$ cat config.mk
export PLATFORM = sky130hd
export DESIGN_NAME = tna_mul
export DESIGN_NICKNAME = d
export VERILOG_FILES = /design/src/tna_pkg.sv /design/src/tna_mul.sv
export SDC_FILE = /design/constraint.sdc
export NUM_CORES = 1
export LEC_CHECK = 0
export ABC_AREA = 0
export BUFFER_PORTS_ARGS = -buffer_cell sky130_fd_sc_hd__buf_2
export CORE_MARGIN = 2
export CORE_UTILIZATION = 40
export DETAILED_ROUTE_END_ITERATION = 16
export PLACE_DENSITY_LB_ADDON = 0.3
export SYNTH_ARGS = -nofsm -noshare
export SYNTH_HDL_FRONTEND = slang
export SYNTH_SLANG_ARGS = --single-unit
$ cat constraint.sdc
create_clock -name clk -period 44.7 [get_ports clk]
set_input_delay 8.94 -clock clk [delete_from_list [all_inputs] [get_ports clk]]
set_output_delay 8.94 -clock clk [all_outputs]
set_load 0.01 [all_outputs]
$ cat src/tna_pkg.sv
package tna_pkg;

  typedef struct packed {
    logic [63:0] v;
    logic [63:0] m;
  } tn_t;

  typedef enum logic [4:0] {
    K_ADD, K_SUB, K_NEG, K_AND, K_OR, K_XOR, K_MUL, K_LSH, K_RSH, K_ARSH,
    K_UDIV, K_SDIV, K_UMOD, K_SMOD, K_INTERSECT, K_UNION, K_RANGE, K_CAST,
    K_SUBREG, K_OVERLAP, K_IN, K_ALIGNED
  } kind_t;

  localparam tn_t ZERO_TN = '0;

  function automatic tn_t mk(input logic [63:0] v, input logic [63:0] m,
                             input logic [63:0] wm);
    tn_t r;
    r.v = v & wm;
    r.m = m & wm;
    return r;
  endfunction

  function automatic logic is_bottom(input tn_t x, input logic [63:0] wm);
    return (x.v == wm) && (x.m == wm);
  endfunction

  function automatic logic [63:0] fill_below(input logic [63:0] x,
                                             input logic [63:0] wm);
    logic [63:0] r;
    r = x & wm;
    r = r | (r >> 1);
    r = r | (r >> 2);
    r = r | (r >> 4);
    r = r | (r >> 8);
    r = r | (r >> 16);
    r = r | (r >> 32);
    return r;
  endfunction

  function automatic tn_t t_add(input tn_t a, input tn_t b, input logic [63:0] wm);
    logic [63:0] sm;
    logic [63:0] sv;
    logic [63:0] mu;
    sm = a.m + b.m;
    sv = a.v + b.v;
    mu = ((sm + sv) ^ sv) | a.m | b.m;
    return mk(sv & ~mu, mu, wm);
  endfunction

  function automatic tn_t t_sub(input tn_t a, input tn_t b, input logic [63:0] wm);
    logic [63:0] dv;
    logic [63:0] mu;
    dv = a.v - b.v;
    mu = ((dv + a.m) ^ (dv - b.m)) | a.m | b.m;
    return mk(dv & ~mu, mu, wm);
  endfunction

  function automatic tn_t t_union(input tn_t a, input tn_t b, input logic [63:0] wm);
    logic [63:0] mu;
    tn_t r;
    mu = (a.v ^ b.v) | a.m | b.m;
    if (is_bottom(a, wm)) begin
      r = b;
    end else if (is_bottom(b, wm)) begin
      r = a;
    end else begin
      r = mk(a.v & b.v & ~mu, mu, wm);
    end
    return r;
  endfunction

  function automatic tn_t get_pos(input tn_t x, input logic [63:0] wm,
                                  input logic [63:0] top);
    tn_t r;
    if ((x.v & top) != 64'd0) begin
      r = mk(wm, wm, wm);
    end else if ((x.m & top) != 64'd0) begin
      r = mk(x.v, x.m & ~top, wm);
    end else begin
      r = x;
    end
    return r;
  endfunction

  function automatic tn_t get_neg(input tn_t x, input logic [63:0] wm,
                                  input logic [63:0] top);
    tn_t r;
    if ((x.v & top) != 64'd0) begin
      r = x;
    end else if ((x.m & top) != 64'd0) begin
      r = mk(x.v | top, x.m & ~top, wm);
    end else begin
      r = mk(wm, wm, wm);
    end
    return r;
  endfunction

endpackage

$ cat src/tna_mul.sv
module tna_mul
  import tna_pkg::*;
#(
  parameter int WORD_BITS = 64
) (
  input  logic clk,
  input  logic rst_n,
  input  logic start,
  input  tn_t  a,
  input  tn_t  b,
  output logic done,
  output tn_t  prod
);

  localparam logic [63:0] WMASK = {64{1'b1}} >> (64 - WORD_BITS);

  tn_t  pa_r;
  tn_t  pb_r;
  tn_t  acc_r;
  logic busy_r;
  logic done_r;
  tn_t  sum;

  assign sum = t_add(acc_r, pb_r, WMASK);

  always_ff @(posedge clk) begin
    if (!rst_n) begin
      busy_r <= 1'b0;
      done_r <= 1'b0;
    end else begin
      done_r <= 1'b0;
      if (start) begin
        pa_r   <= a;
        pb_r   <= b;
        acc_r  <= ZERO_TN;
        busy_r <= 1'b1;
      end else if (busy_r) begin
        if ((pa_r.v | pa_r.m) == 64'd0) begin
          busy_r <= 1'b0;
          done_r <= 1'b1;
        end else begin
          if (pa_r.v[0]) begin
            acc_r <= sum;
          end else if (pa_r.m[0]) begin
            acc_r <= t_union(acc_r, sum, WMASK);
          end
          pa_r <= mk(pa_r.v >> 1, pa_r.m >> 1, WMASK);
          pb_r <= mk(pb_r.v << 1, pb_r.m << 1, WMASK);
        end
      end
    end
  end

  assign done = done_r;
  assign prod = acc_r;

endmodule

# --- After elaboration in Yosys (flattened, before gate mapping) ---
# Index checks and enable logic that the tools add are counted.
# Widths: inputs -> output; s select.
classes:
  n_eq_ne: 6
  n_mux: 16
  reduce_logical: 8
  bitwise_logic: 14
  addsub: 3
ops:
  columns: ["cell", "count"]
  rows:
  - ["$mux 128", 12]
  - ["$or 64x64->64", 5]
  - ["$eq 64x64->1 const B", 4]
  - ["$add 64x64->64", 3]
  - ["$and 64x64->64", 3]
  - ["$not 64->64", 2]
  - ["$xor 64x64->64", 2]
  - ["$logic_not 64->1", 1]
  - ["$reduce_and 5->1", 1]
  - ["$mux 1", 4]
  - ["$ne 4x4->1 const B", 1]
  - ["$reduce_and 3->1", 1]
  - ["$reduce_bool 3->1", 1]
  - ["$reduce_or 3->1", 1]
  - ["$logic_and 1x1->1", 2]
  - ["$ne 2x2->1 const B", 1]
  - ["$not 1->1", 2]
  - ["$reduce_bool 2->1", 1]
word_totals:
  reg_bits: 386
  output_inout_bits: 129
  word_cells: 55

# --- Depth between registers and ports, before layout ---
# Gate-level depths: netlist of run 1.
depth:
  depth_word: 18
  ltp_mapped: 31

# --- Worst setup path after synthesis of run 1 ---
# Ideal clock, no wire load.
synth_timing:
  path_type: "input port to flip-flop"
  startpoint: "input start"
  endpoint: "register acc_r (netlist bit prod[0]) (enable)"
  arrival_time_ns: 24.844
  slack_ns: 19.345
  path_buffers: 2
  setup_time_ns: 0.511
  path_stages: 5
  cell_sequence: "clkbuf_1 > clkbuf_1 > a21oi_1 > nor2b_1 > o31a_1"
synth_between:
  elab_chain_cells: 2
  word_cells_on_any_way: 5
synth_lines:
  columns: ["item", "line_no", "source"]
  rows:
  - ["start: declaration", "tna_mul.sv:8", "input logic start,"]
  - ["$ne 4x4->1 (no line), or another cell as far along", null, null]
  - ["$reduce_and 5->1 (no line) (*)", null, null]
  - ["end signal: assignment", "tna_mul.sv:43", "acc_r <= sum;"]
  - ["end signal: assignment", "tna_mul.sv:45", "acc_r <= t_union(acc_r, sum, WMASK);"]
  - ["end: declaration", "tna_mul.sv:19", "tn_t acc_r;"]
# Mark *: on every way between the ends. The rest lies on a longest branch, timed or not.
# A chain may end at the register's enable or synchronous reset.

# --- Worst setup path after layout of run 1 ---
layout_timing:
  startpoint: "input start"
  endpoint: "register pb_r[36] (netlist name) (enable)"
layout_between:
  elab_chain_cells: 2
  word_cells_on_any_way: 3
layout_lines:
  columns: ["item", "line_no", "source"]
  rows:
  - ["$ne 2x2->1 (no line) / $reduce_bool 2->1 (equally long branches)", null, null]
  - ["$reduce_and 3->1 (no line) (*)", null, null]
  - ["end signal: assignment", "tna_mul.sv:48", "pb_r <= mk(pb_r.v << 1, pb_r.m << 1, WMASK);"]
  - ["end: declaration", "tna_mul.sv:18", "tn_t pb_r;"]
# Marks and branches as above.

==> impl_metrics.env, run 1 <==
export IMPL_slowest_delay_ns=0.89
export IMPL_clk_latency_ns=0.61
export IMPL_worstPathMaxFanout=74
export IMPL_grt_total_usage_pct=23.5
export IMPL_dieHeight_um=271
export IMPL_switchingPower_uw=669
export IMPL_synth_top_area_cell="edfxtp_1"
export IMPL_wl_per_cell_um=22.1
export IMPL_postSynthCellCount=2705
export IMPL_clock_sinks=386
export IMPL_synth_distinct_cells=90
export IMPL_fin_util_pct=46.4
export IMPL_final_layout_size_suffix_gt1_share_pct=24.3
export IMPL_dpl_hpwl_um=68200
export IMPL_max_clock_path_buffers=3
export IMPL_combPwrFrac_pct=47.4
export IMPL_cp_data_required_time_ns=44.91
export IMPL_peakVddDrop_v=0.0000295
export IMPL_synth_edf_count=384
export IMPL_vias=23400
export IMPL_maxCapViolations=0
export IMPL_grt_overflow=0
export IMPL_grt_start_max_net_pins=84
export IMPL_cts_hold_buffers_added=0
export IMPL_synth_flop_cell="edfxtp_1"
export IMPL_chipWidth_um=271
export IMPL_antenna_found_initial=11
export IMPL_hold_viol=0
export IMPL_setup_violations=0
export IMPL_synthArstFlopShare_pct=0
export IMPL_area_growth_pct=15.6
export IMPL_synth_seq_area_share_pct=40.5
export IMPL_grt_pass1_vias=22700
export IMPL_fin_ws_ns=32.70
export IMPL_syn_avg_cell_area_um2=10.6
export IMPL_whs_ns=0.451
export IMPL_firstDrtPassIters=5
export IMPL_yosys_warnings=0
export IMPL_seqPwrFrac_pct=28.5
export IMPL_routed_wirelength_um=89500
export IMPL_hp_class="reg -> reg"
export IMPL_synth_seq_cells=386
export IMPL_clock_skew_ns=0.0343
export IMPL_post_place_ws_ns=32.00
export IMPL_arrival_ns=12.21
export IMPL_final_common_cell="buf_2"
export IMPL_gp_congestion=0.922
export IMPL_fp_dieArea_um2=73600
export IMPL_cts_clk_slew_worst_paths_ns=0.06
export IMPL_initial_core_util_pct=40.2
export IMPL_end_kind="flop"
export IMPL_cts_made_buffers=48
export IMPL_slew_viol_final=0
export IMPL_cp_common_cell="buf_4"
export IMPL_crit_path_start_kind="primary input"
export IMPL_fin_nets=3567
export IMPL_cp_cell_sequence="buf_8 -> a21oi_1 -> nor2b_4 -> buf_4 -> buf_4 -> buf_4"
export IMPL_first_iter_violations=2010
export IMPL_powerDensity_nw_per_um2=50.1
export IMPL_critPathSlowestCell="buf_4"
export IMPL_viasPerCell=5.79
export IMPL_core_um2=71100
export IMPL_rsz0062_at_grt="no"
export IMPL_mappedNetlistNets=3218
export IMPL_post_cts_setup_buffers=0
export IMPL_internal_power_uw=987
export IMPL_fmax_ghz=0.0833
export IMPL_period_share_pct=26.8
export IMPL_final_setup_tns_ns=0
export IMPL_post_cts_resized=0
export IMPL_fin_crit_ns=12.00
export IMPL_row_count=98
export IMPL_synth_area_top_cells="edfxtp_1 (40%), mux2_2 (9.6%), ha_1 (8.3%)"
export IMPL_detail_route_antenna_nets=0
export IMPL_path_class="in -> reg"
export IMPL_status="finished, final reports clean"
export IMPL_relSlewSlack_pct=7.95
export IMPL_cts_root_buf="clkbuf_16"
export IMPL_grt_pass1_wl_um=135000
export IMPL_ios=388
export IMPL_cts_tree="built"
export IMPL_worst_path_buf_inv=4
export IMPL_synth_area_um2=28600
export IMPL_power_leakage_uw=0.0130
export IMPL_yosysTopAreaCellShare_pct=40.3
export IMPL_clkPwrFrac_pct=24.1
export IMPL_worstMarginPinSlew_ns=1.37
export IMPL_htreeDepth=2
export IMPL_crit_family="buffers and inverters"
export IMPL_io_buffers=387
export IMPL_mostFrequentLayoutCells="buf_2 (386), edfxtp_1 (384), mux2_2 (243), a21oi_1 (223), nand2_1 (213)"
export IMPL_switching_share_pct=40.4
export IMPL_drc=0
worst min-delay path: cells and delay by family (launching register included):
kind          cells  cell delay (ns)
simple gates      2             0.09
flops             1             0.32
power groups by stage:
stage          clock network (uW)  logic [uW]  registers (uW)
3_5_place_dp                    0         770             479
5_1_grt                       417         868             475
2_1_floorplan                   0         589             473
3_3_place_gp                    0         765             479
6_report                      399         785             472
4_1_cts                       405         776             472
path summary, 6_finish.rpt:
path	startpoint	end	slack [ns]	cells after the start
hold / removal	busy_r	done	0.45	2
setup / recovery	start	pb_r[36]	32.70	6
hold reg to reg	busy_r	done	0.45	2
setup reg to reg	prod[64]	prod[121]	35.97	31
synth_stat cells, drive strengths merged, types with 65 or more instances:
master    n
inv     116
nor4     65
o21ai   105
edfxtp  384
nor2    139
xnor2   112
ha      190
clkbuf   97
mux2    243
nand4    80
nand2   213
nor3     73
a21oi   226
cells by family (layout without fill, tap and decap cells):
kind of cell	Yosys count	in the layout	synth area share [%]
AO/OA/AOI/OAI	632	632	14.4
XOR/XNOR	176	176	5.52
adder cells (fa/ha/maj)	254	254	12.8
buffers and inverters	221	607	2.94
flip-flops	386	386	40.5
multiplexers	246	246	9.68
other	0	3	0
AND/OR/NAND/NOR	790	790	14.2
metrics by stage:
step | power (uW) | std cells | area, um2
floorplan | 1060 | 2705 | 28600
global placement | 1240 | 3954 | 31500
detailed placement | 1250 | 3954 | 31500
CTS | 1650 | 4041 | 33000
global route | 1760 | 4044 | 33000
finish | 1660 | 4044 | 33000
flip-flops by register name (all words and copies together) (netlist names):
signal  cells
done        1
busy_r      1
pa_r      128
pb_r      128
prod      128
per-layer routing:
layer | GRT usage (%) | wire length [um] | vias up
met5 | 0 | 76 | -
met4 | 7.10 | 2630 | 12
met3 | 4.51 | 7160 | 146
met2 | 37.4 | 40700 | 938
met1 | 32.5 | 38900 | 11300
li1 | - | - | 11000
area by class of cell:
| class | instances | area, um2 |
|---|---|---|
| Tap cell | 950 | 1190 |
| Multi-Input combinational cell | 2098 | 16200 |
| Inverter | 117 | 439 |
| Clock buffer | 55 | 1270 |
| Fill cell | 6796 | 38100 |
| Sequential cell | 386 | 11600 |
| Antenna cell | 3 | 7.51 |
| Clock inverter | 32 | 304 |
| Timing Repair Buffer | 403 | 2070 |
Note: power is estimated with default switching activity, not from simulation.
==> run 2, diff against run 1 <==
==> constraint.sdc (replaced) <==
create_clock -name clk -period 10.96 [get_ports clk]
set_input_delay 2.192 -clock clk [delete_from_list [all_inputs] [get_ports clk]]
set_output_delay 2.192 -clock clk [all_outputs]
set_load 0.01 [all_outputs]
==> impl_metrics.env, run 2 (synthesis gave the netlist of run 1 again) <==
export IMPL_htreeDepth=2
export IMPL_gp_congestion=0.950
export IMPL_mostFrequentLayoutCells="buf_2 (386), edfxtp_1 (384), mux2_2 (243), a21oi_1 (223), nand2_1 (213)"
export IMPL_post_cts_setup_buffers=0
export IMPL_max_clock_path_buffers=3
export IMPL_rsz0062_at_grt="no"
export IMPL_p_total_uw=6730
export IMPL_io_buffers=387
export IMPL_row_count=98
export IMPL_cp_data_required_time_ns=11.38
export IMPL_end_kind="flop"
export IMPL_hold_viol=0
export IMPL_post_cts_resized=0
export IMPL_fillers=6782
export IMPL_core_um2=71100
export IMPL_peakVddDrop_v=0.000123
export IMPL_final_setup_tns_ns=0
export IMPL_cts_made_buffers=48
export IMPL_area_growth_pct=15.4
export IMPL_fmax_ghz=0.122
export IMPL_slew_viol_final=0
export IMPL_power_leakage_uw=0.0130
export IMPL_grt_start_max_net_pins=90
export IMPL_clock_skew_ns=0.0219
export IMPL_grt_total_usage_pct=23.7
export IMPL_viasPerCell=5.73
export IMPL_antenna_found_initial=3
export IMPL_slowest_delay_ns=0.63
export IMPL_relSlewSlack_pct=20.6
export IMPL_vias=23200
export IMPL_multi_input_area_um2=16200
export IMPL_rrSetupSlack_ns=2.76
export IMPL_drc=0
export IMPL_first_iter_violations=2008
export IMPL_setup_violations=0
export IMPL_fin_util_pct=46.4
export IMPL_period_share_pct=74.8
export IMPL_chipWidth_um=271
export IMPL_wl_per_cell_um=22.1
export IMPL_fin_crit_ns=8.20
export IMPL_hp_class="reg -> reg"
export IMPL_grt_overflow=0
export IMPL_powerDensity_nw_per_um2=204
export IMPL_status="finished, final reports clean"
export IMPL_routed_wirelength_um=89500
export IMPL_arrival_ns=8.62
export IMPL_final_layout_size_suffix_gt1_share_pct=24.2
export IMPL_cts_clk_slew_worst_paths_ns=0.06
export IMPL_worstMarginPinSlew_ns=1.18
export IMPL_worstPathMaxFanout=5
export IMPL_clock_sinks=386
export IMPL_grt_pass1_wl_um=136000
export IMPL_cts_tree="built"
export IMPL_cts_root_buf="clkbuf_16"
export IMPL_fin_nets=3568
export IMPL_cts_hold_buffers_added=0
export IMPL_ff_latch_area_um2=11600
export IMPL_initial_core_util_pct=40.2
export IMPL_maxCapViolations=0
export IMPL_path_class="reg -> reg"
export IMPL_detail_route_antenna_nets=0
export IMPL_dieHeight_um=271
export IMPL_clk_latency_ns=0.60
export IMPL_critPathSlowestCell="a2111oi_2"
export IMPL_ios=388
export IMPL_firstDrtPassIters=8
export IMPL_dpl_hpwl_um=69000
export IMPL_grt_pass1_vias=22600
export IMPL_fp_dieArea_um2=73600
export IMPL_crit_path_start_kind="flop"
export IMPL_final_common_cell="buf_2"
[run 2: cell count changes in the layout (fill, tap and decap cells not counted), sizes merged]
cell,delta
clkbuf,+4
buf,+1
clkinvlp,-3
bufinv,-1
diode,-2
inv,+3
[run 2: layout make-up]
class | instances | area share, %
multi-input cells | 2098 | 49.1
flip-flops and latches | 386 | 35.1
repair buffers | 404 | 6.29
clock buffers | 59 | 3.77
well taps | 950 | 3.60
inverters | 117 | 1.33
clock inverters | 31 | 0.865
diodes | 1 | 0.00759
[run 2: stage by stage]
step	std cells	setup slack, ns	hold WS (ns)	instance area (um2)
2_1_floorplan	2705	0.407	0.415	28600
3_3_place_gp	3955	3.03	0.424	31500
3_5_place_dp	3955	2.94	0.429	31500
4_1_cts	4045	2.87	0.425	33000
5_1_grt	4046	2.19	0.436	33000
6_report	4046	2.76	0.431	33000
[run 2: critical path, delay by kind of cell, from the launching register on]
kind	cells	cell delay, ns
simple gates	9	1.72
flops	1	0.40
fa+ha+maj	5	1.61
compound gates	14	3.79
buf+inv	2	0.14
xor+xnor	1	0.32
[run 2: worst paths after layout]
kind | cells past startpoint | from | endpoint
max | 31 | prod[64] | prod[121]
min | 2 | busy_r | done
max reg2reg | 31 | prod[64] | prod[121]
min reg2reg | 2 | busy_r | done
[run 2: where the power goes]
part	switching, uW	leakage, uW	internal, uW
Sequential	139	0.00369	1780
Combinational	1930	0.00856	1300
Clock	682	0.000748	906
Total	2750	0.0130	3990
[run 2: per-layer routing]
layer / share of wire (%) / vias up / global-route usage (%) / wire length [um]
met5: 0.030 / - / 0 / 27
met4: 2.1 / 4 / 5.49 / 1870
met3: 7.7 / 110 / 4.98 / 6920
met2: 47 / 832 / 38.5 / 41700
met1: 44 / 11200 / 32.3 / 38900
li1: - / 11000 / - / -
