## src/tna_pkg.sv

```systemverilog
package tna_pkg;

  typedef struct packed {
    logic [63:0] v;
    logic [63:0] m;
  } tn_t;

  typedef enum logic [4:0] {
    K_ADD, K_SUB, K_NEG, K_AND, K_OR, K_XOR, K_MUL, K_LSH, K_RSH, K_ARSH,
    K_UDIV, K_SDIV, K_UMOD, K_SMOD, K_INTERSECT, K_UNION, K_RANGE, K_CAST,
    K_SUBREG, K_OVERLAP, K_IN, K_ALIGNED
  } kind_t;

  localparam tn_t ZERO_TN = '0;

  function automatic tn_t mk(input logic [63:0] v, input logic [63:0] m,
                             input logic [63:0] wm);
    tn_t r;
    r.v = v & wm;
    r.m = m & wm;
    return r;
  endfunction

  function automatic logic is_bottom(input tn_t x, input logic [63:0] wm);
    return (x.v == wm) && (x.m == wm);
  endfunction

  function automatic logic [63:0] fill_below(input logic [63:0] x,
                                             input logic [63:0] wm);
    logic [63:0] r;
    r = x & wm;
    r = r | (r >> 1);
    r = r | (r >> 2);
    r = r | (r >> 4);
    r = r | (r >> 8);
    r = r | (r >> 16);
    r = r | (r >> 32);
    return r;
  endfunction

  function automatic tn_t t_add(input tn_t a, input tn_t b, input logic [63:0] wm);
    logic [63:0] sm;
    logic [63:0] sv;
    logic [63:0] mu;
    sm = a.m + b.m;
    sv = a.v + b.v;
    mu = ((sm + sv) ^ sv) | a.m | b.m;
    return mk(sv & ~mu, mu, wm);
  endfunction

  function automatic tn_t t_sub(input tn_t a, input tn_t b, input logic [63:0] wm);
    logic [63:0] dv;
    logic [63:0] mu;
    dv = a.v - b.v;
    mu = ((dv + a.m) ^ (dv - b.m)) | a.m | b.m;
    return mk(dv & ~mu, mu, wm);
  endfunction

  function automatic tn_t t_union(input tn_t a, input tn_t b, input logic [63:0] wm);
    logic [63:0] mu;
    tn_t r;
    mu = (a.v ^ b.v) | a.m | b.m;
    if (is_bottom(a, wm)) begin
      r = b;
    end else if (is_bottom(b, wm)) begin
      r = a;
    end else begin
      r = mk(a.v & b.v & ~mu, mu, wm);
    end
    return r;
  endfunction

  function automatic tn_t get_pos(input tn_t x, input logic [63:0] wm,
                                  input logic [63:0] top);
    tn_t r;
    if ((x.v & top) != 64'd0) begin
      r = mk(wm, wm, wm);
    end else if ((x.m & top) != 64'd0) begin
      r = mk(x.v, x.m & ~top, wm);
    end else begin
      r = x;
    end
    return r;
  endfunction

  function automatic tn_t get_neg(input tn_t x, input logic [63:0] wm,
                                  input logic [63:0] top);
    tn_t r;
    if ((x.v & top) != 64'd0) begin
      r = x;
    end else if ((x.m & top) != 64'd0) begin
      r = mk(x.v | top, x.m & ~top, wm);
    end else begin
      r = mk(wm, wm, wm);
    end
    return r;
  endfunction

endpackage

```

## src/tna_div.sv

```systemverilog
module tna_div
  import tna_pkg::*;
#(
  parameter int WORD_BITS = 64
) (
  input  logic        clk,
  input  logic        rst_n,
  input  logic        start,
  input  logic [63:0] dividend,
  input  logic [63:0] divisor,
  output logic        done,
  output logic [63:0] quot,
  output logic [63:0] rem
);

  localparam int CW = $clog2(WORD_BITS + 1);

  logic [63:0]   dq_r;
  logic [63:0]   rem_r;
  logic [63:0]   d_r;
  logic [CW-1:0] cnt_r;
  logic          busy_r;
  logic          done_r;
  logic [64:0]   trial;
  logic [64:0]   diff;
  logic          ge;

  assign trial = {rem_r, dq_r[63]};
  assign diff  = trial - {1'b0, d_r};
  assign ge    = trial >= {1'b0, d_r};

  always_ff @(posedge clk) begin
    if (!rst_n) begin
      busy_r <= 1'b0;
      done_r <= 1'b0;
    end else begin
      done_r <= 1'b0;
      if (start) begin
        dq_r   <= dividend << (64 - WORD_BITS);
        rem_r  <= 64'd0;
        d_r    <= divisor;
        cnt_r  <= CW'(WORD_BITS);
        busy_r <= 1'b1;
      end else if (busy_r) begin
        rem_r <= ge ? diff[63:0] : trial[63:0];
        dq_r  <= {dq_r[62:0], ge};
        cnt_r <= cnt_r - CW'(1);
        if (cnt_r == CW'(1)) begin
          busy_r <= 1'b0;
          done_r <= 1'b1;
        end
      end
    end
  end

  assign done = done_r;
  assign quot = dq_r;
  assign rem  = rem_r;

endmodule

```

## config.mk

```make
export PLATFORM = sky130hd
export DESIGN_NAME = tna_div
export DESIGN_NICKNAME = d
export VERILOG_FILES = /design/src/tna_pkg.sv /design/src/tna_div.sv
export SDC_FILE = /design/constraint.sdc
export NUM_CORES = 1
export LEC_CHECK = 0
export CORE_MARGIN = 1.5
export CORE_UTILIZATION = 30
export DETAILED_ROUTE_END_ITERATION = 8
export DONT_BUFFER_PORTS = 1
export PLACE_DENSITY = 0.53
export SLEW_MARGIN = 15
export SYNTH_ARGS = -nofsm -noshare
export SYNTH_HDL_FRONTEND = slang
export SYNTH_SLANG_ARGS = --single-unit
```

## constraint.sdc

```tcl
create_clock -name clk -period 16.2 [get_ports clk]
set_clock_uncertainty 0.1 [all_clocks]
set_input_delay 2.43 -clock clk [delete_from_list [all_inputs] [get_ports clk]]
set_output_delay 2.43 -clock clk [all_outputs]
set_load 0.01 [all_outputs]
```

Yosys cells after proc, flatten, opt, wreduce, memory -nomap -nowiden
Cells that the tools add are included.

Register bits after elaboration: 201. Bits of input ports: 131. Output and inout bits: 129. Word-level logic and storage cells: 25.

$add $sub $neg: 2. $lt $le $gt $ge: 1. Eq/ne operators: 1. Mux-type cells: 9. Bitwise logic cells: 2. Reductions and logical operators: 4.

Operators with widths (count): $mux 64 (4); $ge 65x64->1 (1); $sub 64x64->64 (1); $eq 7x1->1 const B (1); $mux 7 (1); $sub 7x1->7 const B (1); $mux 1 (4); $reduce_and 2->1 (2); $reduce_or 3->1 (1); $not 1->1 (2); $reduce_bool 2->1 (1).

Depth between registers and ports, before layout
Gate-level depths: netlist of the first run.

Depth in word-level cells: 4. Depth in mapped cells: 15. Mapped depth without buffers: 13.

Worst setup path before layout of the first run
No wires, ideal clock.

Path type: input-to-reg. Start: input port start. End: register cnt_r[0], enable pin. Setup time: 0.506 ns. Arrival: 6.148 ns. Required time: 15.594 ns. Setup slack: 9.446 ns. Cell stages on the path: 3. Buffers on the path: 2. Cells stage by stage: clkbuf_1 -> clkbuf_1 -> o21a_1.

Cells in the longest elaborated chain, start to end: 2.

Ends and longest elaborated chain: start: declaration (line tna_div.sv:8) `input logic start,`; $reduce_bool 2->1 (no source line); $reduce_and 2->1 (no source line); end signal: assignment (line tna_div.sv:42) `cnt_r <= CW'(WORD_BITS);`; end signal: assignment (line tna_div.sv:47) `cnt_r <= cnt_r - CW'(1);`; end: declaration (line tna_div.sv:21) `logic [CW-1:0] cnt_r;`.

Every way passes these cells. A chain may end at the register's enable or synchronous reset.

Worst setup path after layout of the first run
Start: register rem_r[35] (netlist: rem[35]). End: register rem_r[62] (netlist: rem[62]), data pin.

Cells in the longest elaborated chain, start to end: 3. Elaborated cells between the ends (all ways): 4. Those cells by class: add/sub (1); order compare (1); mux (2).

Ends and longest elaborated chain: start: declaration (line tna_div.sv:19) `logic [63:0] rem_r;`; start signal: assignment (line tna_div.sv:45) `rem_r <= ge ? diff[63:0] : trial[63:0];`; $sub 64x64->64 or $ge 65x64->1 (tied branches) (line tna_div.sv:29, tna_div.sv:30); $mux 64 (*) (line tna_div.sv:45); $mux 64 (*) (line tna_div.sv:44) `end else if (busy_r) begin`.

Every way passes the cells marked *; elsewhere a longest branch is shown, timed or not. The select of a mux whose other input is x is not followed.

==> results of run 1 <==
sequential cells by signal, indices dropped and copies added, names as in the netlist:
name / count
busy_r: 1
cnt_r: 7
d_r: 64
done: 1
quot: 64
rem: 64
where the power goes:
part / switching (mW) / internal [mW] / total, mW
Combinational: 0.239 / 0.157 / 0.397
Clock: 0.231 / 0.348 / 0.579
Sequential: 0.0533 / 0.632 / 0.686
Total: 0.524 / 1.14 / 1.66
area by class of cell:
| cell class | instances | area [µm²] | share of cell area, % |
|---|---|---|---|
| multi-input combinational | 793 | 5535 | 41.32 |
| sequential | 201 | 6016 | 44.91 |
| clock buffer | 29 | 640.6 | 4.782 |
| inverter | 87 | 326.6 | 2.438 |
| clock inverter | 16 | 196.4 | 1.466 |
| antenna | 1 | 2.502 | 0.01868 |
| timing repair buffer | 3 | 22.52 | 0.1681 |
| tap | 525 | 656.9 | 4.903 |
worst register-to-register path, delay by kind of cell (launching register included):
family | cells | cell delay [ns]
adder cells (fa/ha/maj) | 1 | 0.42
flip-flops | 1 | 0.48
AO/OA/AOI/OAI | 7 | 1.83
AND/OR/NAND/NOR | 3 | 1.67
per-stage QoR:
step / setup WS, ns / cell area [µm²]
final: 11.46 / 13400
after global routing: 11.00 / 13400
after CTS: 11.41 / 13390
after detailed placement: 11.40 / 12560
after global placement: 11.55 / 12560
after floorplan: 9.446 / 12110
cells in the final DEF, fill, tap and decap left out, types with 5 or more instances in the layout:
cell type / instances
nand2_1: 103
and2_1: 5
mux2_2: 63
nand2b_1: 5
nor2_1: 90
a31oi_1: 11
or3_1: 6
o21a_1: 12
a21oi_1: 102
clkinv_2: 5
a211oi_1: 10
mux2i_1: 25
xnor2_1: 34
nand4_1: 22
and3_1: 7
ha_1: 66
xor2_1: 18
o21ai_1: 6
o21bai_1: 10
nand3_1: 11
nor3_1: 16
edfxtp_1: 199
clkbuf_16: 25
a21o_1: 31
o21ai_0: 51
nor4_1: 6
inv_1: 87
nor2b_1: 9
logic make-up after synthesis:
kind of cell    after synthesis  synth area share (%)
mux                          88                 7.922
simple gates                297                 11.28
xor+xnor                     52                 3.760
buf+inv                     137                 4.761
compound gates              289                 15.64
flops                       201                 49.66
fa+ha+maj                    67                 6.982
per-layer routing:
layer | vias to the layer above | GRT usage, % | part of all wire [%]
met5 | - | 0 | 0.11
met3 | 51 | 5.564 | 9.1
met2 | 334 | 28.62 | 48
met1 | 4069 | 19.44 | 40
li1 | 4129 | - | -
met4 | 6 | 4.543 | 2.6
how the worst min path moves through the flow:
stage,from,endpoint,cells past startpoint
after global routing,busy_r,done,2
after floorplan,busy_r,done,2
after global placement,busy_r,done,2
final,busy_r,done,2
after detailed placement,busy_r,done,2
after CTS,busy_r,done,2
==> impl_metrics.yaml, run 1 <==
synth:
  synth_nets: 1329
  yosys.cell_count.top_type: "edfxtp_1"
  yosysTopAreaCell: "edfxtp_1"
  yosys_register_bits: 201
  synth_area_leaders: "edfxtp_1 (49%), ha_1 (6.8%), mux2_2 (5.9%)"
  ys_warn_count: 0
  ys.flop_type: "edfxtp_1"
  seq_area_frac_synth_pct: 49.66
  synth_edf_count: 199
  synth_top_area_share_pct: 49.33
  ys_types: 77
  synth_common_cells: "edfxtp_1 (199), nand2_1 (103), a21oi_1 (102)"
  syn_inst: 1131
  syn_avg_cell_area_um2: 10.71
  synth_area_um2: 12110
  async_flop_share_pct: 0
floorplan:
  die_y_um: 204.0
  core_um2: 39820
  start_util_pct: 30.42
  die-width_um: 204.0
  num_io_pins: 260
  die_area_um2: 41600
  num_rows: 73
global_routing:
  grt_overflow: 0
  grt_pass1_vias: 8825
  track_usage_pct: 16.53
  grt_pass1_wl_mm: 52.58
  grt_max_degree: 130
  grt_antenna_before_repair: 4
worst_setup_path:
  crit_path_start_kind: "flip-flop"
  worst_path_max_delay_cell: "or2_1"
  crit_family: "compound AO/OA/AOI/OAI gates"
  r2r-end: "rem[62]"
  cp-endpoint: "rem[62]"
  end_kind: "flip-flop"
  critical-path-max-stage-delay_ns: 0.92
  startpoint: "rem[35]"
  rr_worst_depth: 11
  critPathKind: "flip-flop to flip-flop"
  crit_fanout: 24
  reg2reg_slack_ns: 11.46
  crit_arrival_ns: 4.94
  path_depth: 11
  cp_cell_sequence: "ha_1 > a21o_1 > o21bai_1 > a2111oi_0 > o21ai_1 > a41oi_2 > a2111oi_4 > nor4_4 > or2_1 > nor2_1 > a32o_1"
  rr_startpoint: "rem[35]"
  critical_path_buf_inv_count: 0
  worstPathRequired_ns: 16.41
clock_tree:
  cts_resized: 0
  cts_hold_buf: 0
  clk_pin_slew_ns: 0.06
  cts_buffer_depth: 3
  cts_tree: "done"
  cts_inserted_buffers: 25
  clock_latency_ns: 0.56
  post-cts-setup-buffer-count: 0
  cts_root_buf: "clkbuf_16"
  htreeDepth: 1
  cts.sinks: 201
sta:
  drv_slew: 0
  finalSetupViolCount: 0
  maxSlewHeadroom_pct: 25.95
  holdWs_ns: 0.4071
  min_period_over_period_pct: 29.23
  setup_tns_ns: 0
  worstMarginPinSlew_ns: 1.111
  hold_viol: 0
  fmax_ghz: 0.2112
  rsz0062_at_grt: "no"
  timing.final.crit_period_ns: 4.736
drt:
  drt-vias-per-instance: 5.190
  drc: 0
  dr.first_iter.drc_count: 520
  wl_per_cell_um: 21.11
  vias: 8589
  drt_pass1_iterations: 5
  ant_nets: 0
  route.final.wire_length_mm: 34.95
place:
  gp_congestion: 0.8542
  dp.cells: 1609
  dp_hpwl_mm: 25.98
  io_buffers: 0
power:
  leakage_nw: 5.138
  ir_drop_uv: 74.83
  pwr_density_cell_nw_per_um2: 124.0
  total_power_mw: 1.662
cells_and_area:
  area_delta_synth_final_pct: 10.59
  fill_cells: 4094
  fin_nets: 1309
  instances_no_fill: 1655
  drive_above_1_share_pct: 11.25
  finish.utilization_pct: 33.64
outcome:
  status: "finished clean"
min_path:
  hold_path.class: "flip-flop to flip-flop"
run:
  cap_violations: 0
Note: power is estimated with default switching activity, not from simulation.
==> run 2, diff against run 1 <==
Clock period 16.2 ns to 4.8 ns, I/O delays scaled along.
==> run 2 against run 1 <==
Setup slack got worse by 11 ns. Die area unchanged. Register-to-register slack got worse by 11 ns. Global-route usage increased by 0.28 points. Non-clock buffer count increased by 6. Critical path depth grew 1. Final area is 0.81% higher. Core utilization increased by 0.27 points. Sequential share of layout area decreased by 0.36 points. Critical endpoint is now rem[43].
==> impl_metrics.yaml, run 2 (synthesized netlist as in run 1, its figures left out) <==
outcome:
  status: "finished clean"
worst_setup_path:
  crit_arrival_ns: 4.48
  worst_path_max_delay_cell: "nor4_4"
  crit_path_start_kind: "flip-flop"
  rr_worst_depth: 12
  cp_cell_sequence: "ha_1 > a21o_1 > o21bai_1 > a2111oi_0 > o21ai_1 > a41oi_2 > a2111oi_4 > nor4_4 > or2_1 > buf_4 > a2111o_1 > o221ai_1"
  critical-path-max-stage-delay_ns: 0.50
  critPathKind: "flip-flop to flip-flop"
  crit_fanout: 14
  end_kind: "flip-flop"
  worstPathRequired_ns: 4.99
floorplan:
  core_um2: 39820
  die_y_um: 204.0
  num_rows: 73
  num_io_pins: 260
  start_util_pct: 30.42
  die-width_um: 204.0
  die_area_um2: 41600
clock_tree:
  cts_root_buf: "clkbuf_16"
  cts_hold_buf: 0
  cts_resized: 0
  clk_pin_slew_ns: 0.07
  post-cts-setup-buffer-count: 0
  cts_inserted_buffers: 26
  clock_latency_ns: 0.56
  cts_tree: "done"
  cts_buffer_depth: 3
  htreeDepth: 1
  cts.sinks: 201
place:
  dp.cells: 1615
  post-place-ws_ns: 0.4752
  gp_congestion: 0.8848
  io_buffers: 0
  dp_hpwl_mm: 26.67
sta:
  fmax_ghz: 0.2331
  hold_viol: 0
  fin_ws_ns: 0.5098
  rsz0062_at_grt: "no"
  timing.final.crit_period_ns: 4.290
  min_period_over_period_pct: 89.38
  maxSlewHeadroom_pct: 40.26
  holdWs_ns: 0.1551
  drv_slew: 0
  finalSetupViolCount: 0
  worstMarginPinSlew_ns: 0.8962
  setup_tns_ns: 0
drt:
  drc: 0
  drt_pass1_iterations: 5
  route.final.wire_length_mm: 35.63
  wl_per_cell_um: 21.40
  drt-vias-per-instance: 5.240
  vias: 8725
  ant_nets: 0
  dr.first_iter.drc_count: 584
min_path:
  min_path_cells: 0
  hold_path.class: "primary input to flip-flop"
power:
  leakage_nw: 5.193
  pwr_density_cell_nw_per_um2: 421.8
  ir_drop_uv: 250.8
cells_and_area:
  instances_no_fill: 1665
  area_delta_synth_final_pct: 11.49
  drive_above_1_share_pct: 12.21
  final_cell_mix: "edfxtp_1 (199), nand2_1 (103), a21oi_1 (102)"
  fin_nets: 1316
  mostFrequentLayoutCell: "edfxtp_1"
run:
  cap_violations: 0
global_routing:
  grt_pass1_wl_mm: 53.54
  grt_overflow: 0
  grt_max_degree: 130
  grt_antenna_before_repair: 9
  grt_pass1_vias: 8949
  track_usage_pct: 16.81
## run 2: changes by cell type in the layout (fill, tap and decap cells not counted)
cell / delta
inv_16: -1
clkbuf_16: +1
clkinv_1: -1
clkinvlp_4: +1
clkbuf_1: -2
diode_2: +1
clkinv_8: +1
inv_6: +1
buf_12: +1
buf_4: +5
clkinv_4: +2
clkinv_2: +1
## run 2: layout make-up
| type | instances | area, µm² |
|---|---|---|
| tap | 525 | 656.9 |
| multi-input combinational | 793 | 5535 |
| timing repair buffer | 9 | 80.08 |
| antenna | 2 | 5.005 |
| sequential | 201 | 6016 |
| clock buffer | 28 | 658.1 |
| clock inverter | 20 | 227.7 |
| fill | 4117 | 26320 |
| inverter | 87 | 326.6 |
## run 2: worst max-delay path, delay by kind of cell, from the launching register on
family | cells | cell delay [ns]
fa+ha+maj | 1 | 0.42
compound gates | 8 | 1.70
buf+inv | 1 | 0.35
flops | 1 | 0.48
simple gates | 2 | 1.00
## run 2: path summary, 6_finish.rpt
| check | startpoint | endpoint | slack [ns] |
|---|---|---|---|
| setup / recovery | rem[35] | rem[43] | 0.51 |
| hold / removal | divisor[55] | d_r[55] | 0.16 |
| setup reg to reg | rem[35] | rem[43] | 0.51 |
| hold reg to reg | busy_r | done | 0.38 |
## run 2: report_power, final
group,total (mW),internal (mW),switching (mW)
combinational,1.37,0.541,0.831
clock,2.01,1.21,0.801
sequential,2.31,2.13,0.177
## run 2: per-stage QoR
| step | utilization, % | total power, mW | cell area, µm² |
|---|---|---|---|
| floorplan | - | 3.376 | 12120 |
| global placement | 31.68 | 3.713 | 12610 |
| detailed placement | 31.68 | 3.719 | 12610 |
| CTS | 33.90 | 5.769 | 13500 |
| global route | 33.90 | 5.997 | 13500 |
| finish | 33.91 | 5.697 | 13510 |
## run 2: routing by layer
layer / vias to the layer above / wire length [µm] / GRT usage (%) / share of wire, %
met1: 4180 / 14180 / 19.81 / 40
li1: 4134 / - / - / -
met5: - / 105 / 0 / 0.29
met2: 339 / 17040 / 28.57 / 48
met4: 14 / 782 / 4.070 / 2.2
met3: 58 / 3519 / 6.633 / 9.9
==> run 3, diff against run 2 <==
Settings changed: CORE_ASPECT_RATIO from default to 0.5, MAX_ROUTING_LAYER from default to met4.
==> run 3 against run 2 <==
Register-to-register slack got worse by 0.13 ns. Total power down 5.3%. Die area up 0.17%. Setup slack worse by 0.13 ns. Global-route usage fell by 0.60 points. Sequential share of layout area rose by 0.67 points. Final area shrank 1.5%. Critical path type unchanged. Largest cell class unchanged. Largest power group unchanged. Highest routed layer is now met4.
==> impl_metrics.yaml, run 3 (synthesized netlist as in run 1, its figures left out) <==
sta:
  hold_viol: 0
  fmax_ghz: 0.2262
  drv_slew: 0
  setup_tns_ns: 0
  rsz0062_at_grt: "no"
  worstMarginPinSlew_ns: 1.100
  finalSetupViolCount: 0
  fin_ws_ns: 0.3800
  maxSlewHeadroom_pct: 26.66
  timing.final.crit_period_ns: 4.420
  min_period_over_period_pct: 92.08
clock_tree:
  htreeDepth: 1
  clk_pin_slew_ns: 0.07
  cts_resized: 0
  cts_buffer_depth: 3
  clock_latency_ns: 0.53
  cts_root_buf: "clkbuf_16"
  cts_hold_buf: 0
  cts_tree: "done"
  post-cts-setup-buffer-count: 0
  cts_inserted_buffers: 22
  cts.sinks: 201
worst_setup_path:
  crit_fanout: 23
  end_kind: "flip-flop"
  critPathKind: "flip-flop to flip-flop"
  worstPathRequired_ns: 4.98
  rr_startpoint: "rem[60]"
  rr_worst_depth: 12
  crit_arrival_ns: 4.60
  r2r-end: "rem[19]"
  reg2reg_slack_ns: 0.38
  crit_path_start_kind: "flip-flop"
run:
  cap_violations: 0
power:
  intPower_mw: 3.655
  ir_drop_uv: 211.4
  seqPwrFrac_pct: 42.7
  p_clk_share_pct: 32.0
  leakage_nw: 5.081
  p_comb_share_pct: 25.4
  sw_frac_of_total_pct: 32.28
  p_sw_mw: 1.742
  pwr_density_cell_nw_per_um2: 405.6
cells_and_area:
  mostFrequentLayoutCell: "edfxtp_1"
  drive_above_1_share_pct: 11.02
  fin_nets: 1308
  antenna_cells: 0
  instances_no_fill: 1655
  area_delta_synth_final_pct: 9.843
  final_cell_mix: "edfxtp_1 (199), nand2_1 (103), a21oi_1 (102)"
drt:
  vias: 8667
  drc: 0
  dr.first_iter.drc_count: 545
  drt_pass1_iterations: 4
  ant_nets: 0
  wl_per_cell_um: 20.35
  drt-vias-per-instance: 5.237
  route.final.wire_length_mm: 33.67
place:
  post-place-ws_ns: 0.3947
  io_buffers: 0
  gp_congestion: 0.8977
  dp_hpwl_mm: 24.99
  dp.cells: 1616
global_routing:
  grt_overflow: 0
  busiest_layer: "met2"
  use_met2_pct: 27.24
  met1_usage_pct: 20.05
  grtUsageMet3_pct: 3.003
  grt_max_degree: 130
  grt_pass1_vias: 8785
  grt_antenna_before_repair: 0
  grt_pass1_wl_mm: 51.98
  track_usage_pct: 16.21
outcome:
  status: "finished clean"
floorplan:
  die-width_um: 287.2
  die_area_um2: 41670
  start_util_pct: 30.77
  core_um2: 39370
  num_rows: 51
  num_io_pins: 260
  die_y_um: 145.1
min_path:
  hold_end: "d_r[5]"
  hold_start: "divisor[5]"
  min_path_cells: 0
  hold_path.class: "primary input to flip-flop"
## run 3: cell types whose count changed in the layout (fill, tap and decap cells not counted), sizes merged
| cell | previous run | this run |
|---|---|---|
| diode | 2 | 0 |
| clkinvlp | 2 | 3 |
| bufinv | 4 | 2 |
| clkinv | 13 | 7 |
| buf | 9 | 5 |
| clkbuf | 28 | 26 |
## run 3: layout make-up
cell class,instances,area (µm²)
clock buffers,26,586.8
clock inverters,13,128.9
fillers,3956,26070
inverters,87,326.6
multi-input cells,793,5535
flip-flops and latches,201,6016
well taps,530,663.1
repair buffers,5,50.05
## run 3: how the worst max path moves through the flow
| stage | start | end | slack [ns] | depth (start not counted) |
|---|---|---|---|---|
| 4_1_cts | rem[60] | rem[16] | 0.38 | 12 |
| 3_3_place_gp | rem[60] | rem[4] | 0.42 | 12 |
| 5_1_grt | rem[60] | rem[10] | 0.05 | 12 |
| 3_5_place_dp | rem[60] | rem[4] | 0.39 | 12 |
| 6_report | rem[60] | rem[19] | 0.38 | 12 |
| 2_1_floorplan | start | cnt_r[0] | 1.14 | 3 |
## run 3: worst max-delay path, stage by stage (launching register included)
cell	delay [ns]
edfxtp_1	0.52
ha_1	0.44
nand2_1	0.07
nor3_1	0.29
nand2_1	0.13
nor4_1	0.39
nand4_1	0.26
o31ai_4	0.36
nor2_1	0.22
nor2_4	0.62
buf_4	0.45
mux2i_1	0.23
nor2_1	0.06
## run 3: power groups by stage
stage	combinational, mW	clock, mW	sequential, mW
2_1_floorplan	1.09	0	2.28
3_3_place_gp	1.36	0	2.34
3_5_place_dp	1.36	0	2.34
4_1_cts	1.37	1.78	2.31
5_1_grt	1.53	1.85	2.32
6_report	1.37	1.72	2.30
## run 3: stage by stage
stage                     util, %  power (mW)  hold WS [ns]  cell area, µm²
final                       33.80       5.397        0.1800           13310
after global routing        33.80       5.692        0.1400           13310
after CTS                   33.80       5.459        0.1445           13310
after detailed placement    31.98       3.705        0.3578           12590
after global placement      31.98       3.699        0.3472           12590
after floorplan                 -       3.376        0.3213           12120
## run 3: metal layers
layer	share of wire (%)	up-vias
met1	43	4290
met4	2.3	0
met2	50	206
li1	-	4122
met5	0	-
met3	4.6	49
